==> src/design/rn_pkg.sv <==
package rn_pkg;

    // Thirteen greedy terms, from 1000 down to 1.
    localparam int unsigned NTERMS = 13;
    localparam int unsigned TERM_W = 4;
    localparam int unsigned VALUE_W = 12;
    localparam int unsigned CHAR_W = 7;

    // Largest value that has a numeral.
    localparam logic [VALUE_W-1:0] MAX_VALUE = 12'd3999;

    // ASCII codes of the numeral symbols.
    localparam logic [CHAR_W-1:0] CH_NONE = 7'h00;
    localparam logic [CHAR_W-1:0] CH_I    = 7'h49;
    localparam logic [CHAR_W-1:0] CH_V    = 7'h56;
    localparam logic [CHAR_W-1:0] CH_X    = 7'h58;
    localparam logic [CHAR_W-1:0] CH_L    = 7'h4C;
    localparam logic [CHAR_W-1:0] CH_C    = 7'h43;
    localparam logic [CHAR_W-1:0] CH_D    = 7'h44;
    localparam logic [CHAR_W-1:0] CH_M    = 7'h4D;

    // Commands from the controller to the datapath.
    typedef struct packed {
        logic load;     // take a convertible value and start at the first term
        logic special;  // load the single zero or out-of-range result
        logic emit;     // move the current symbol into the output register
        logic skip;     // current term no longer fits, go to the next one
    } t_cmd;

    // Status from the datapath to the controller.
    typedef struct packed {
        logic zero;     // incoming value is zero
        logic over;     // incoming value exceeds the largest numeral
        logic hit;      // current term still fits into the remainder
        logic last;     // symbol on offer closes the numeral
    } t_stat;

    // Weight of each term.
    function automatic logic [VALUE_W-1:0] term_weight(input logic [TERM_W-1:0] t);
        logic [VALUE_W-1:0] w;
        unique case (t)
            4'd0:    w = 12'd1000;
            4'd1:    w = 12'd900;
            4'd2:    w = 12'd500;
            4'd3:    w = 12'd400;
            4'd4:    w = 12'd100;
            4'd5:    w = 12'd90;
            4'd6:    w = 12'd50;
            4'd7:    w = 12'd40;
            4'd8:    w = 12'd10;
            4'd9:    w = 12'd9;
            4'd10:   w = 12'd5;
            4'd11:   w = 12'd4;
            default: w = 12'd1;
        endcase
        return w;
    endfunction

    // First symbol of each term.
    function automatic logic [CHAR_W-1:0] term_first(input logic [TERM_W-1:0] t);
        logic [CHAR_W-1:0] c;
        unique case (t)
            4'd0:    c = CH_M;
            4'd1:    c = CH_C;
            4'd2:    c = CH_D;
            4'd3:    c = CH_C;
            4'd4:    c = CH_C;
            4'd5:    c = CH_X;
            4'd6:    c = CH_L;
            4'd7:    c = CH_X;
            4'd8:    c = CH_X;
            4'd9:    c = CH_I;
            4'd10:   c = CH_V;
            4'd11:   c = CH_I;
            default: c = CH_I;
        endcase
        return c;
    endfunction

    // Second symbol of a subtractive pair; none for a single-symbol term.
    function automatic logic [CHAR_W-1:0] term_second(input logic [TERM_W-1:0] t);
        logic [CHAR_W-1:0] c;
        unique case (t)
            4'd1:    c = CH_M;
            4'd3:    c = CH_D;
            4'd5:    c = CH_C;
            4'd7:    c = CH_L;
            4'd9:    c = CH_X;
            4'd11:   c = CH_V;
            default: c = CH_NONE;
        endcase
        return c;
    endfunction

endpackage

==> src/design/integer_to_roman_numeral_unit.sv <==
// Integer to Roman numeral unit. Each input transaction carries a 12-bit value;
// the unit answers with its Roman numeral as a run of ASCII characters, one per
// output transaction, most significant first, with o_last set on the final one.
// Zero gives a single transaction with o_empty_res set and no character, and
// values above 3999 give a single transaction with o_range_error set. A value is
// taken only when the previous run has been fully handed to the output register.
// Conversion walks the thirteen greedy terms (1000 down to 1) one step per
// cycle unless the output stalls: each cycle either emits one symbol or moves
// on to the next term, and a symbol that fits waits while the output register
// is full and not being drained.
module integer_to_roman_numeral_unit (
    input  logic                        i_clk,
    input  logic                        i_rst_n,
    input  logic                        i_valid,
    output logic                        o_ready,
    input  logic [rn_pkg::VALUE_W-1:0]  i_value,
    output logic                        o_valid,
    input  logic                        i_ready,
    output logic [rn_pkg::CHAR_W-1:0]   o_symbol_char,
    output logic                        o_last,
    output logic                        o_empty_res,
    output logic                        o_range_error
);

    rn_pkg::t_cmd  cmd;
    rn_pkg::t_stat stat;

    // Sequencing and handshakes.
    rn_ctrl u_ctrl (
        .i_clk   (i_clk),
        .i_rst_n (i_rst_n),
        .i_valid (i_valid),
        .o_ready (o_ready),
        .o_valid (o_valid),
        .i_ready (i_ready),
        .i_stat  (stat),
        .o_cmd   (cmd)
    );

    // Remainder, term walk and output register.
    rn_datapath u_datapath (
        .i_clk         (i_clk),
        .i_value       (i_value),
        .i_cmd         (cmd),
        .o_stat        (stat),
        .o_symbol_char (o_symbol_char),
        .o_last        (o_last),
        .o_empty_res   (o_empty_res),
        .o_range_error (o_range_error)
    );

`ifndef SYNTHESIS
    // An out-of-range value is answered at once with a flagged, final result.
    a_over_answer: assert property (@(posedge i_clk) disable iff (!i_rst_n)
        (i_valid && o_ready && (i_value > rn_pkg::MAX_VALUE))
        |=> (o_valid && o_range_error && o_last && !o_empty_res))
        else $error("out-of-range value not answered with a range error");

    // Flagged results carry no character and close their run.
    a_flag_no_char: assert property (@(posedge i_clk) disable iff (!i_rst_n)
        (o_valid && (o_empty_res || o_range_error))
        |-> ((o_symbol_char == rn_pkg::CH_NONE) && o_last))
        else $error("flagged result carries a character or is not last");
`endif

endmodule

==> src/design/rn_datapath.sv <==
module rn_datapath (
    input  logic                         i_clk,
    input  logic [rn_pkg::VALUE_W-1:0]   i_value,
    input  rn_pkg::t_cmd                 i_cmd,
    output rn_pkg::t_stat                o_stat,
    output logic [rn_pkg::CHAR_W-1:0]    o_symbol_char,
    output logic                         o_last,
    output logic                         o_empty_res,
    output logic                         o_range_error
);

    logic [rn_pkg::VALUE_W-1:0] r_rest, n_rest;
    logic [rn_pkg::TERM_W-1:0]  r_term, n_term;
    logic                       r_half, n_half;

    logic [rn_pkg::CHAR_W-1:0]  r_char, n_char;
    logic                       r_last, n_last;
    logic                       r_empty, n_empty;
    logic                       r_err, n_err;

    logic [rn_pkg::VALUE_W-1:0] weight;
    logic [rn_pkg::VALUE_W-1:0] rest_after;
    logic [rn_pkg::CHAR_W-1:0]  second;
    logic [rn_pkg::CHAR_W-1:0]  cur_char;
    logic                       term_done;

    // Current term, the symbol on offer and whether it completes the term.
    always_comb begin
        weight     = rn_pkg::term_weight(r_term);
        second     = rn_pkg::term_second(r_term);
        rest_after = r_rest - weight;
        cur_char   = r_half ? second : rn_pkg::term_first(r_term);
        term_done  = r_half || (second == rn_pkg::CH_NONE);
    end

    // Status for the controller.
    always_comb begin
        o_stat.zero = (i_value == '0);
        o_stat.over = (i_value > rn_pkg::MAX_VALUE);
        o_stat.hit  = (r_rest >= weight);
        o_stat.last = term_done && (rest_after == '0);
    end

    // Remainder, term index and pair half.
    always_comb begin
        n_rest = r_rest;
        n_term = r_term;
        n_half = r_half;
        if (i_cmd.load) begin
            n_rest = i_value;
            n_term = '0;
            n_half = 1'b0;
        end else if (i_cmd.emit) begin
            if (term_done) begin
                n_rest = rest_after;
                n_half = 1'b0;
            end else begin
                n_half = 1'b1;
            end
        end else if (i_cmd.skip) begin
            n_term = r_term + 1'b1;
        end
    end

    // Output register contents.
    always_comb begin
        n_char  = r_char;
        n_last  = r_last;
        n_empty = r_empty;
        n_err   = r_err;
        if (i_cmd.special) begin
            n_char  = rn_pkg::CH_NONE;
            n_last  = 1'b1;
            n_empty = o_stat.zero;
            n_err   = o_stat.over;
        end else if (i_cmd.emit) begin
            n_char  = cur_char;
            n_last  = o_stat.last;
            n_empty = 1'b0;
            n_err   = 1'b0;
        end
    end

    always_ff @(posedge i_clk) begin
        r_rest  <= n_rest;
        r_term  <= n_term;
        r_half  <= n_half;
        r_char  <= n_char;
        r_last  <= n_last;
        r_empty <= n_empty;
        r_err   <= n_err;
    end

    assign o_symbol_char = r_char;
    assign o_last        = r_last;
    assign o_empty_res   = r_empty;
    assign o_range_error = r_err;

`ifndef SYNTHESIS
    // The walk never runs past the final term.
    a_term_in_table: assert property (@(posedge i_clk)
        (i_cmd.emit || i_cmd.skip) |-> (r_term < rn_pkg::TERM_W'(rn_pkg::NTERMS)))
        else $error("term index ran past the table");

    // A second half is only ever taken for a subtractive pair.
    a_half_is_pair: assert property (@(posedge i_clk)
        (i_cmd.emit && r_half) |-> (second != rn_pkg::CH_NONE))
        else $error("second symbol taken for a single-symbol term");
`endif

endmodule

==> src/design/rn_ctrl.sv <==
module rn_ctrl (
    input  logic          i_clk,
    input  logic          i_rst_n,
    input  logic          i_valid,
    output logic          o_ready,
    output logic          o_valid,
    input  logic          i_ready,
    input  rn_pkg::t_stat i_stat,
    output rn_pkg::t_cmd  o_cmd
);

    typedef enum logic [0:0] {
        S_IDLE,
        S_RUN
    } t_state;

    t_state r_state, n_state;
    logic   r_ovalid, n_ovalid;
    logic   out_free;
    logic   accept;

    // The output register can take a symbol when empty or being drained.
    assign out_free = !r_ovalid || i_ready;
    assign o_ready  = (r_state == S_IDLE) && out_free;
    assign accept   = i_valid && o_ready;
    assign o_valid  = r_ovalid;

    // Commands to the datapath.
    always_comb begin
        o_cmd.special = accept && (i_stat.zero || i_stat.over);
        o_cmd.load    = accept && !(i_stat.zero || i_stat.over);
        o_cmd.emit    = (r_state == S_RUN) && out_free && i_stat.hit;
        o_cmd.skip    = (r_state == S_RUN) && !i_stat.hit;
    end

    // Next state and output valid.
    always_comb begin
        n_state  = r_state;
        n_ovalid = r_ovalid && !i_ready;
        if (o_cmd.special || o_cmd.emit) begin
            n_ovalid = 1'b1;
        end
        unique case (r_state)
            S_IDLE: begin
                if (o_cmd.load) begin
                    n_state = S_RUN;
                end
            end
            S_RUN: begin
                if (o_cmd.emit && i_stat.last) begin
                    n_state = S_IDLE;
                end
            end
            default: n_state = S_IDLE;
        endcase
    end

    always_ff @(posedge i_clk) begin
        if (!i_rst_n) begin
            r_state  <= S_IDLE;
            r_ovalid <= 1'b0;
        end else begin
            r_state  <= n_state;
            r_ovalid <= n_ovalid;
        end
    end

`ifndef SYNTHESIS
    // A symbol is never loaded over one that is still waiting.
    a_no_overwrite: assert property (@(posedge i_clk) disable iff (!i_rst_n)
        (r_ovalid && !i_ready) |-> !(o_cmd.special || o_cmd.emit))
        else $error("output register overwritten while stalled");
`endif

endmodule
==> config.mk <==
export PLATFORM = sky130hd
export DESIGN_NAME = integer_to_roman_numeral_unit
export DESIGN_NICKNAME = d
export VERILOG_FILES = /design/src/design/rn_pkg.sv /design/src/design/integer_to_roman_numeral_unit.sv /design/src/design/rn_datapath.sv /design/src/design/rn_ctrl.sv
export SDC_FILE = /design/constraint.sdc
export NUM_CORES = 1
export LEC_CHECK = 0
export ABC_AREA = 1
export BUFFER_PORTS_ARGS = -buffer_cell sky130_fd_sc_hd__buf_4
export CORE_UTILIZATION = 30
export DETAILED_ROUTE_END_ITERATION = 6
export PLACE_DENSITY_LB_ADDON = 0.15
export SLEW_MARGIN = 20
export SYNTH_ARGS = -nofsm -noshare
export SYNTH_HDL_FRONTEND = slang
export SYNTH_SLANG_ARGS = --single-unit
==> constraint.sdc <==
create_clock -name i_clk -period 2.27 [get_ports i_clk]
set_input_delay 0.227 -clock i_clk [delete_from_list [all_inputs] [get_ports i_clk]]
set_output_delay 0.227 -clock i_clk [all_outputs]
set_load 0.005 [all_outputs]
==> results by stage, run 1 <==
Yosys:
- The synthesized instance count is 353.
- The fraction of synthesis flops using an asynchronous set or reset pin is 0%.
- The share of the Yosys chip area taken by registers is 38.3%.
- The dominant synthesized flop cell is dfxtp_1.
- In this run, synthesis inferred 14 flip-flops with an integrated enable.
- The post-synthesis sequential element count is 42.
- The number of warning messages in the yosys log is 0.
- The mean instance size in the synthesized netlist is 7.25 µm².
- In this run, distinct cell masters in the synthesized netlist total 34.
- After synthesis the cells add up to roughly 0.0026 mm².
- The total nets after synthesis is 384.

GRT:
- The via count of the first global-routing pass is between 2000 and 3000.
- The maximum number of pins on one net before global-route repair is 16.
- The initial antenna violation count is 0.
- The total grt overflow is 0.
- The total routing usage reported by global routing is between 15 and 20%.
- The wire length of the first global-routing pass is 11600 µm.

Placement:
- The detailed-placement wirelength estimate is 5400 µm.
- The number of buffers inserted by port buffering is 26.
- Once placement completed, the tool counted placed cells totaling 514.
- Routability-driven placement finished with a final weighted congestion of around 0.81.
- The placed instances occupy a cell area of 0.00316 mm².

STA:
- The final-report hold violation count is 0.
- Setup repair after global routing could not meet its margin everywhere.
- The final setup slack of the worst path is -0.0420 ns.
- The maximum frequency from static timing analysis is 0.433 GHz.
- The number of setup violations in the final report is 3.
- The number of pins with negative max-slew slack in the final report is 0.
- Clock skew on the completed layout was measured at 0.0108 ns.
- The routed design could run at a clock period as short as 2.31 ns.
- The tightest hold margin is 0.135 ns.
- The worst path uses 102% of the clock period.

Worst setup path:
- The arrival time of data at the critical path endpoint is roughly 2.5 ns.
- The critical path is of the reg2reg type.
- The sort of element at the start of the critical path is a flop.
- At the worst endpoint, the required time is approximately 2.5 ns.
- The worst flop-to-flop path startpoint is u_datapath.r_rest[7]$_DFFE_PP_.
- The critical path launch point is u_datapath.r_rest[7]$_DFFE_PP_.
- Along the worst path, the maximum fanout reaches 5.
- STA classifies the critical path endpoint as a flop.

Detailed routing:
- The total number of vias is between 2000 and 3000.
- Summed over all nets, wire length on met3 after detailed routing comes to 190 µm.
- The average vias per placed instance is 4.70.
- The wire length after detailed routing is slightly below 7000 µm.
- The number of optimization iterations in the first detailed-route pass is 4.
- In the final routing, the length of wire on met1 measures around 3300 µm.
- The routed wire length on met2 is between 3000 and 4000 µm.
- The count of nets left with antenna violations once routing finished came out at 0.
- For this block, the initial DRC count from the detailed router was 79.
- The total DRC errors in the routed layout is 0.
- The highest routed metal layer is met4.
- The detail-routed net length per standard cell is 13.0 µm.

Finish:
- The final design instance area without fill is 0.00356 mm².
- Fill cells in the final layout number 854.
- The layout net count is between 400 and 500.
- The final instance count without filler cells is 536.
- The number of antenna diodes in the final layout is 0.
- Across the whole layout, storage elements account for a little under 0.001 mm².
- For this run, the share of the core covered by cells in the final layout is a little over two fifths.
- The area growth from synthesis to layout is 39.2%.
- The multi-input combinational cells in the finished layout cover a total of 0.00155 mm².
- Of the cells placed in the final design, the portion with a size suffix greater than 1 is about a third.

Clock network:
- Hold repair after CTS inserted 0 buffers.
- The number of clock sinks is 42.
- Counting the buffers created by CTS gives 5.
- The clock-pin transition on the worst setup and hold timing paths is 0.09 ns.
- The root buffer cell is clkbuf_8.
- TritonCTS built the clock tree.
- In this run the number of H-tree levels came out at 2.
- In this run the deepest clock path goes through 2 buffers.
- For the worst-skew pair, the clock arrives at the later sink with an insertion delay of 0.30 ns.

Floorplan:
- The effective utilization at floorplan is 31.2%.
- The I/O pin count is 28.
- The die covers slightly below 0.009 mm².
- The core area is between 0.008 and 0.009 mm².
- After floorplanning, the core was divided into 33 placement rows.
- The chip height is 94.4 µm.
- In this run the horizontal extent of the chip is 94.4 µm.

Pwr:
- Power comes to 5250 µW.
- The areal power density over the cells is 1470 mW/mm².
- The standby leakage power is between 0.0015 and 0.002 µW.
- VDD sags by at most 0.524 mV.

Min path:
- The startpoint identified for the worst hold timing path is i_rst_n.
- The worst hold path belongs to the class in2reg.

Outcome:
- The checks that failed: setup timing.
- The run finished, with violations left.

Flow run:
- The max capacitance violation total is 0.
==> final cells by class <==
type	count	area share [%]
clock inverters	3	0.597
clock buffers	5	1.93
repair buffers	77	17.3
well taps	105	3.69
flip-flops and latches	42	27.5
multi-input cells	255	43.6
inverters	49	5.37
==> report_power, final <==
group / internal [µW] / switching [µW]
Combinational: 1530 / 1910
Sequential: 1140 / 159
Clock: 222 / 291
Total: 2900 / 2360
==> stage by stage <==
stage,setup WS [ns],TNS [ns]
after floorplan,-0.0257,-0.0471
after global placement,-0.0826,-0.493
after detailed placement,-0.147,-1.39
after CTS,-0.0867,-0.736
after global routing,-0.197,-2.01
final,-0.0420,-0.0912
==> final timing paths <==
kind / to / slack (ns) / cells after the start
setup / recovery: u_datapath.weight[4]$_SDFF_PP0_ / -0.04 / 11
hold / removal: u_ctrl.o_valid$_SDFF_PN0_ / 0.13 / 3
setup reg to reg: u_datapath.weight[4]$_SDFF_PP0_ / -0.04 / 11
hold reg to reg: u_datapath.o_symbol_char[0]$_SDFFE_PP0P_ / 0.48 / 2
==> cell usage after synthesis, types with 2 or more instances <==
library cell,count,share of area (%)
a21oi_1,9,1.8
or2_4,2,0.68
a31oi_1,9,2.2
or2_2,3,0.73
xnor2_1,3,1.0
nor3_1,3,0.59
nor4_1,4,0.98
xor2_1,2,0.68
nor2_1,27,4.0
nand3_1,33,6.5
ha_1,14,6.8
nand4_1,6,1.5
nand2_1,105,15
nand3b_1,2,0.59
clkbuf_1,3,0.44
buf_4,3,0.88
nand3_2,4,1.6
inv_1,49,7.2
edfxtp_1,14,16
nand2_2,2,0.49
o21ai_0,15,2.9
o21ai_1,2,0.39
dfxtp_1,28,22
==> layout by cell type (no fill, tap or decap), drive strengths merged, types with 4 or more instances in the layout <==
cell,count
nand2,107
a31oi,9
edfxtp,14
nor2,28
buf,77
nand3,38
or2,6
nand4,6
inv,52
ha,14
nor4,4
o21ai,18
clkbuf,5
dfxtp,28
a21oi,11
==> critical path, stage by stage, from the launching register on <==
cell and delay [ns]:
edfxtp_1 0.38, ha_1 0.33, a21oi_1 0.21, nand2_1 0.14, a21oi_4 0.23, nand3_4 0.13
nand2_2 0.10, nand3_4 0.10, inv_4 0.08, ha_4 0.19, or2_4 0.23, a21oi_2 0.11
==> kinds of logic (layout without fill, tap and decap cells) <==
family	after synthesis	in the layout	synth area share, %
XOR/XNOR	5	5	1.71
adder cells (fa/ha/maj)	15	15	7.62
flip-flops	42	42	38.3
other	1	1	0.146
AND/OR/NAND/NOR	194	194	34.1
AO/OA/AOI/OAI	40	40	9.19
buffers and inverters	56	134	8.94
==> repair_timing <==
item | 4_1_cts | 5_1_grt
resized for setup | 14 | 46
setup buffers | 9 | 8
cloned | 0 | 0
endpoints found under the setup margin | 14 | 38
pin swaps | 9 | 23
==> metal layers <==
layer / up-vias / track usage (%)
li1: 1307 / -
met1: 1165 / 21.6
met2: 42 / 29.6
met3: 6 / 2.25
met4: 0 / 3.97
met5: - / 0
No activity file was read; power rests on OpenSTA's default activity.
==> run 2: changes to the inputs <==
SYNTH_HIERARCHICAL = 1   (was not set)
==> results by stage, run 2 <==
Outcome:
- The checks that failed: setup timing.
- The flow ran to the end, but the final reports show violations.

Pwr:
- The standby leakage power is 0.00205 µW (+17%).
- The areal power density over the cells is 957 mW/mm² (-35%).
- The worst voltage drop across the vdd grid is 0.342 mV (-35%).

Detailed routing:
- The wire length after detailed routing is 7780 µm (+12%).
- The number of violations reported at the end of detailed-routing iteration 0 is 32 (-59%).
- The detail-routed net length per standard cell is 12.8 µm (-1.4%).
- The number of optimization iterations in the first detailed-route pass was 4 (unchanged).
- The routed wire length on met2 is 3870 µm (+13%).
- The total routed wire length on the met1 layer is 3700 µm (+13%).
- The wire length on met3 is 142 µm (-25%).
- The post-route antenna net violation count is 0 (unchanged).
- The total DRC errors in the routed layout is 0 (unchanged).
- The average vias per placed instance was 4.57 (-2.7%).
- The total number of vias came to 2781 (+10%).
- The highest routed metal layer is met4.

Placement:
- The instance count after placement with tap cells included is 575 (+12%).
- The routability congestion estimate from global placement came to 0.874 (+7.5%).
- The post-detailed-placement cell area is 0.00358 mm² (+13%).
- The detailed-placement wirelength estimate came to 6090 µm (+13%).
- The number of buffers inserted by port buffering came to 26 (unchanged).

Finish:
- The final design instance area without fill is 0.00414 mm² (+16%).
- In the layout the commonest cells are 97 x buf_4, 85 x nand2_1, 53 x inv_1, 31 x nor2_1, 28 x dfxtp_1.
- The layout net count is 533 (+16%).
- Relative to the synthesized area, the layout overhead comes to 52.8%.
- The diode insertion count for antenna repair is 0 (unchanged).
- The final core area utilization is 47.5% (+4.1 points).
- The fraction of final layout cells sized beyond drive strength 1 is 39.6% (+5.7 points).
- The most frequent standard cell in the layout excluding fill and tap cells is buf_4.
- The final instance count without filler cells came to 608 (+13%).

Floorplan:
- The standard-cell row count is 34 (+3.0%).
- The die area came to 0.00943 mm² (+5.8%).
- The chip height is 97.1 µm (+2.9%).
- The I/O pin count is 28 (unchanged).
- The effective utilization at floorplan is 31.1% (-0.051 points).
- The floorplan die width is 97.1 µm (+2.9%).
- The core area came to 0.00872 mm² (+6.1%).

Clock network:
- The hold buffer count at CTS is 0 (unchanged).
- The clock-pin transition on the worst setup and hold timing paths is 0.09 ns (about the same).
- The number of clock sinks is 42 (unchanged).
- The deepest level of the CTS H-tree is 2 (unchanged).
- In this run the clock root is driven by a clkbuf_8.
- The insertion delay to the later sink of the worst-skew pair is 0.29 ns (about the same).
- The CTS tree is done.
- The maximum clock path buffer count is 2 (unchanged).
- The number of buffers inserted during clock tree synthesis was 5 (unchanged).

GRT:
- The total routing usage reported by global routing is 17.2% (+0.43 points).
- The via count of the first global-routing pass is 2826 (+13%).
- The maximum number of pins on one net before global-route repair is 21 (+5).
- The wire length of the first global-routing pass is 13100 µm (+14%).
- The total grt overflow is 0 (unchanged).
- The initial antenna violation count is 0 (unchanged).

Yosys:
- The top cell type by total area after synthesis is dfxtp_1.
- The most common cell in the netlist is nand2_1.
- The sequential-to-total area share from yosys stat is 36.2% (-2.2 points).
- The synthesized instance count is 383 (+8.5%).
- The count of flip-flops with a built-in enable after synthesis is 14 (unchanged).
- The number of warning messages in the yosys log is 6 (+6).
- The mean instance size in the synthesized netlist came to 7.08 µm² (-2.3%).
- The post-synthesis instance area is 0.00271 mm² (+6.0%).
- After synthesis, the cell types taking the most area are dfxtp_1 21%, edfxtp_1 15%, nand2_1 14%.
- The share of the synthesized area in the top cell type is 20.7% (-1.2 points).
- The total nets after synthesis is 417 (+8.6%).
- The number of library cell types mapped by synthesis was 40 (+18%).
- The post-synthesis sequential element count is 42 (unchanged).
- The dominant synthesized flop cell is dfxtp_1.
- By count the netlist is led by 100 x nand2_1, 57 x inv_1, 37 x nor2_1.
- The fraction of synthesis flops using an asynchronous set or reset pin is 0% (unchanged).

Worst setup path:
- Among the stages of the critical path, the cell type that occurs most often is nand2_2.
- The sort of element at the start of the critical path is a flop.
- The worst setup path is captured at a flop.
- The maximum fanout count along the critical path came to 8 (+3).
- The longest individual stage delay on the worst path is 0.36 ns (-0.02 ns).
- The worst setup path category is reg2reg.
- The arrival time of data at the critical path endpoint came to 2.91 ns (+0.37 ns).
- In this run the worst setup path begins at u_datapath/r_rest[0]$_DFFE_PP_.
- The kind of cell adding the most delay to the critical path is simple AND/OR/NAND/NOR gates.
- Walking the worst path, the cells encountered are inv_1 > ha_2 > inv_2 > fa_2 > nand2_2 > nand2_2 > nand3_2 > nand2_2 > a21oi_2 > o21ai_2 > nand2_2 > nor2_4 > nor2_4 > nor2_1 > nor2_2 > nand2_4 > buf_4 > inv_2 > ha_2 > o21ai_1 > nand2_1 > inv_1.
- The worst path buffer plus inverter count was 5 (+4).
- Among all stages on the critical path, the largest delay is contributed by edfxtp_1.
- The worst flop-to-flop path startpoint is u_datapath/r_rest[0]$_DFFE_PP_.
- The required time of the critical path is 2.46 ns (-0.04 ns).

STA:
- The number of setup violations in the final report is 41 (+38).
- The final setup slack of the worst path is -0.450 ns (-0.408 ns).
- The final-report hold violation count was 0 (unchanged).
- The share of the cycle needed by the critical path after routing is 120% (+18 points).
- The maximum frequency from static timing analysis is 0.368 GHz (-15%).
- The minimum period implied by the final worst setup slack was 2.72 ns (+0.408 ns).
- Setup repair after global routing could not meet its margin everywhere.
- The sum of negative setup slack is -14.79 ns (-14.70 ns).
- The number of pins with negative max-slew slack in the final report is 0 (unchanged).
- The final setup skew came to 0.00757 ns (-0.00320 ns).

Flow run:
- The max capacitance violation total is 0 (unchanged).

Min path:
- The hold path startpoint is i_rst_n.
- The class of the tightest hold or removal check is in2reg.
## run 2: cell count changes after synthesis, moves of 7 or more
cell,delta
nor2_1,+10
o21ai_0,+9
a31oi_1,-7
nand3_1,-9
inv_1,+8
a21oi_1,+9
## run 2: repair_timing
| item | CTS | global route |
|---|---|---|
| gates resized for setup | 53 | 19 |
| setup endpoints to repair | 40 | 42 |
| setup buffers | 21 | 4 |
| pin swaps | 27 | 6 |
| gates cloned | 2 | 0 |
## run 2: final cells by class
| cell class | count | area (µm²) |
|---|---|---|
| inverter | 63 | 254 |
| sequential | 42 | 981 |
| multi-input combinational | 271 | 1690 |
| clock buffer | 5 | 68.8 |
| tap | 108 | 135 |
| timing repair buffer | 116 | 993 |
| fill | 873 | 4580 |
| clock inverter | 3 | 18.8 |
## run 2: metal layers
layer / vias to the layer above / track usage (%)
met5: - / 0
met4: 0 / 3.44
met3: 6 / 2.59
met2: 32 / 30.9
met1: 1263 / 21.9
li1: 1480 / -
## run 2: through the flow
step | setup slack, ns | hold slack (ns) | power, µW
2_1_floorplan | -0.424 | 0.367 | 2270
3_3_place_gp | -0.596 | 0.452 | 3070
3_5_place_dp | -0.630 | 0.461 | 3080
4_1_cts | -0.490 | 0.159 | 3940
5_1_grt | -0.681 | 0.180 | 4300
6_report | -0.450 | 0.172 | 3970
## run 2: cells by family (layout without fill, tap and decap cells)
kind of cell / Yosys count / count (layout) / share of synthesized area, %
flip-flops: 42 / 42 / 36.2
other: 1 / 1 / 0.138
AO/OA/AOI/OAI: 59 / 59 / 12.7
AND/OR/NAND/NOR: 192 / 192 / 31.2
XOR/XNOR: 1 / 1 / 0.600
adder cells (fa/ha/maj): 18 / 18 / 8.58
buffers and inverters: 70 / 187 / 10.6
## run 2: where the power goes
group	leakage (µW)	switching [µW]	internal (µW)	total (µW)
Clock	0.0000483	271	217	488
Combinational	0.00164	1220	1130	2350
Sequential	0.000366	107	1020	1130
Total	0.00205	1600	2370	3970
## run 2: worst paths after layout
check | slack [ns] | depth (start not counted) | to
worst min-delay path | 0.17 | 3 | u_ctrl/o_valid$_SDFF_PN0_
worst max register to register | -0.45 | 22 | u_datapath/weight[5]$_SDFF_PP0_
worst max-delay path | -0.45 | 22 | u_datapath/weight[5]$_SDFF_PP0_
worst min register to register | 0.47 | 2 | u_datapath/o_symbol_char[0]$_SDFFE_PP0P_
## run 2: worst register-to-register path: cells and delay by family (launching register included)
kind / cells / cell delay [ns]
compound gates: 3 / 0.24
fa+ha+maj: 3 / 0.65
buf+inv: 5 / 0.34
flops: 1 / 0.36
simple gates: 11 / 1.03
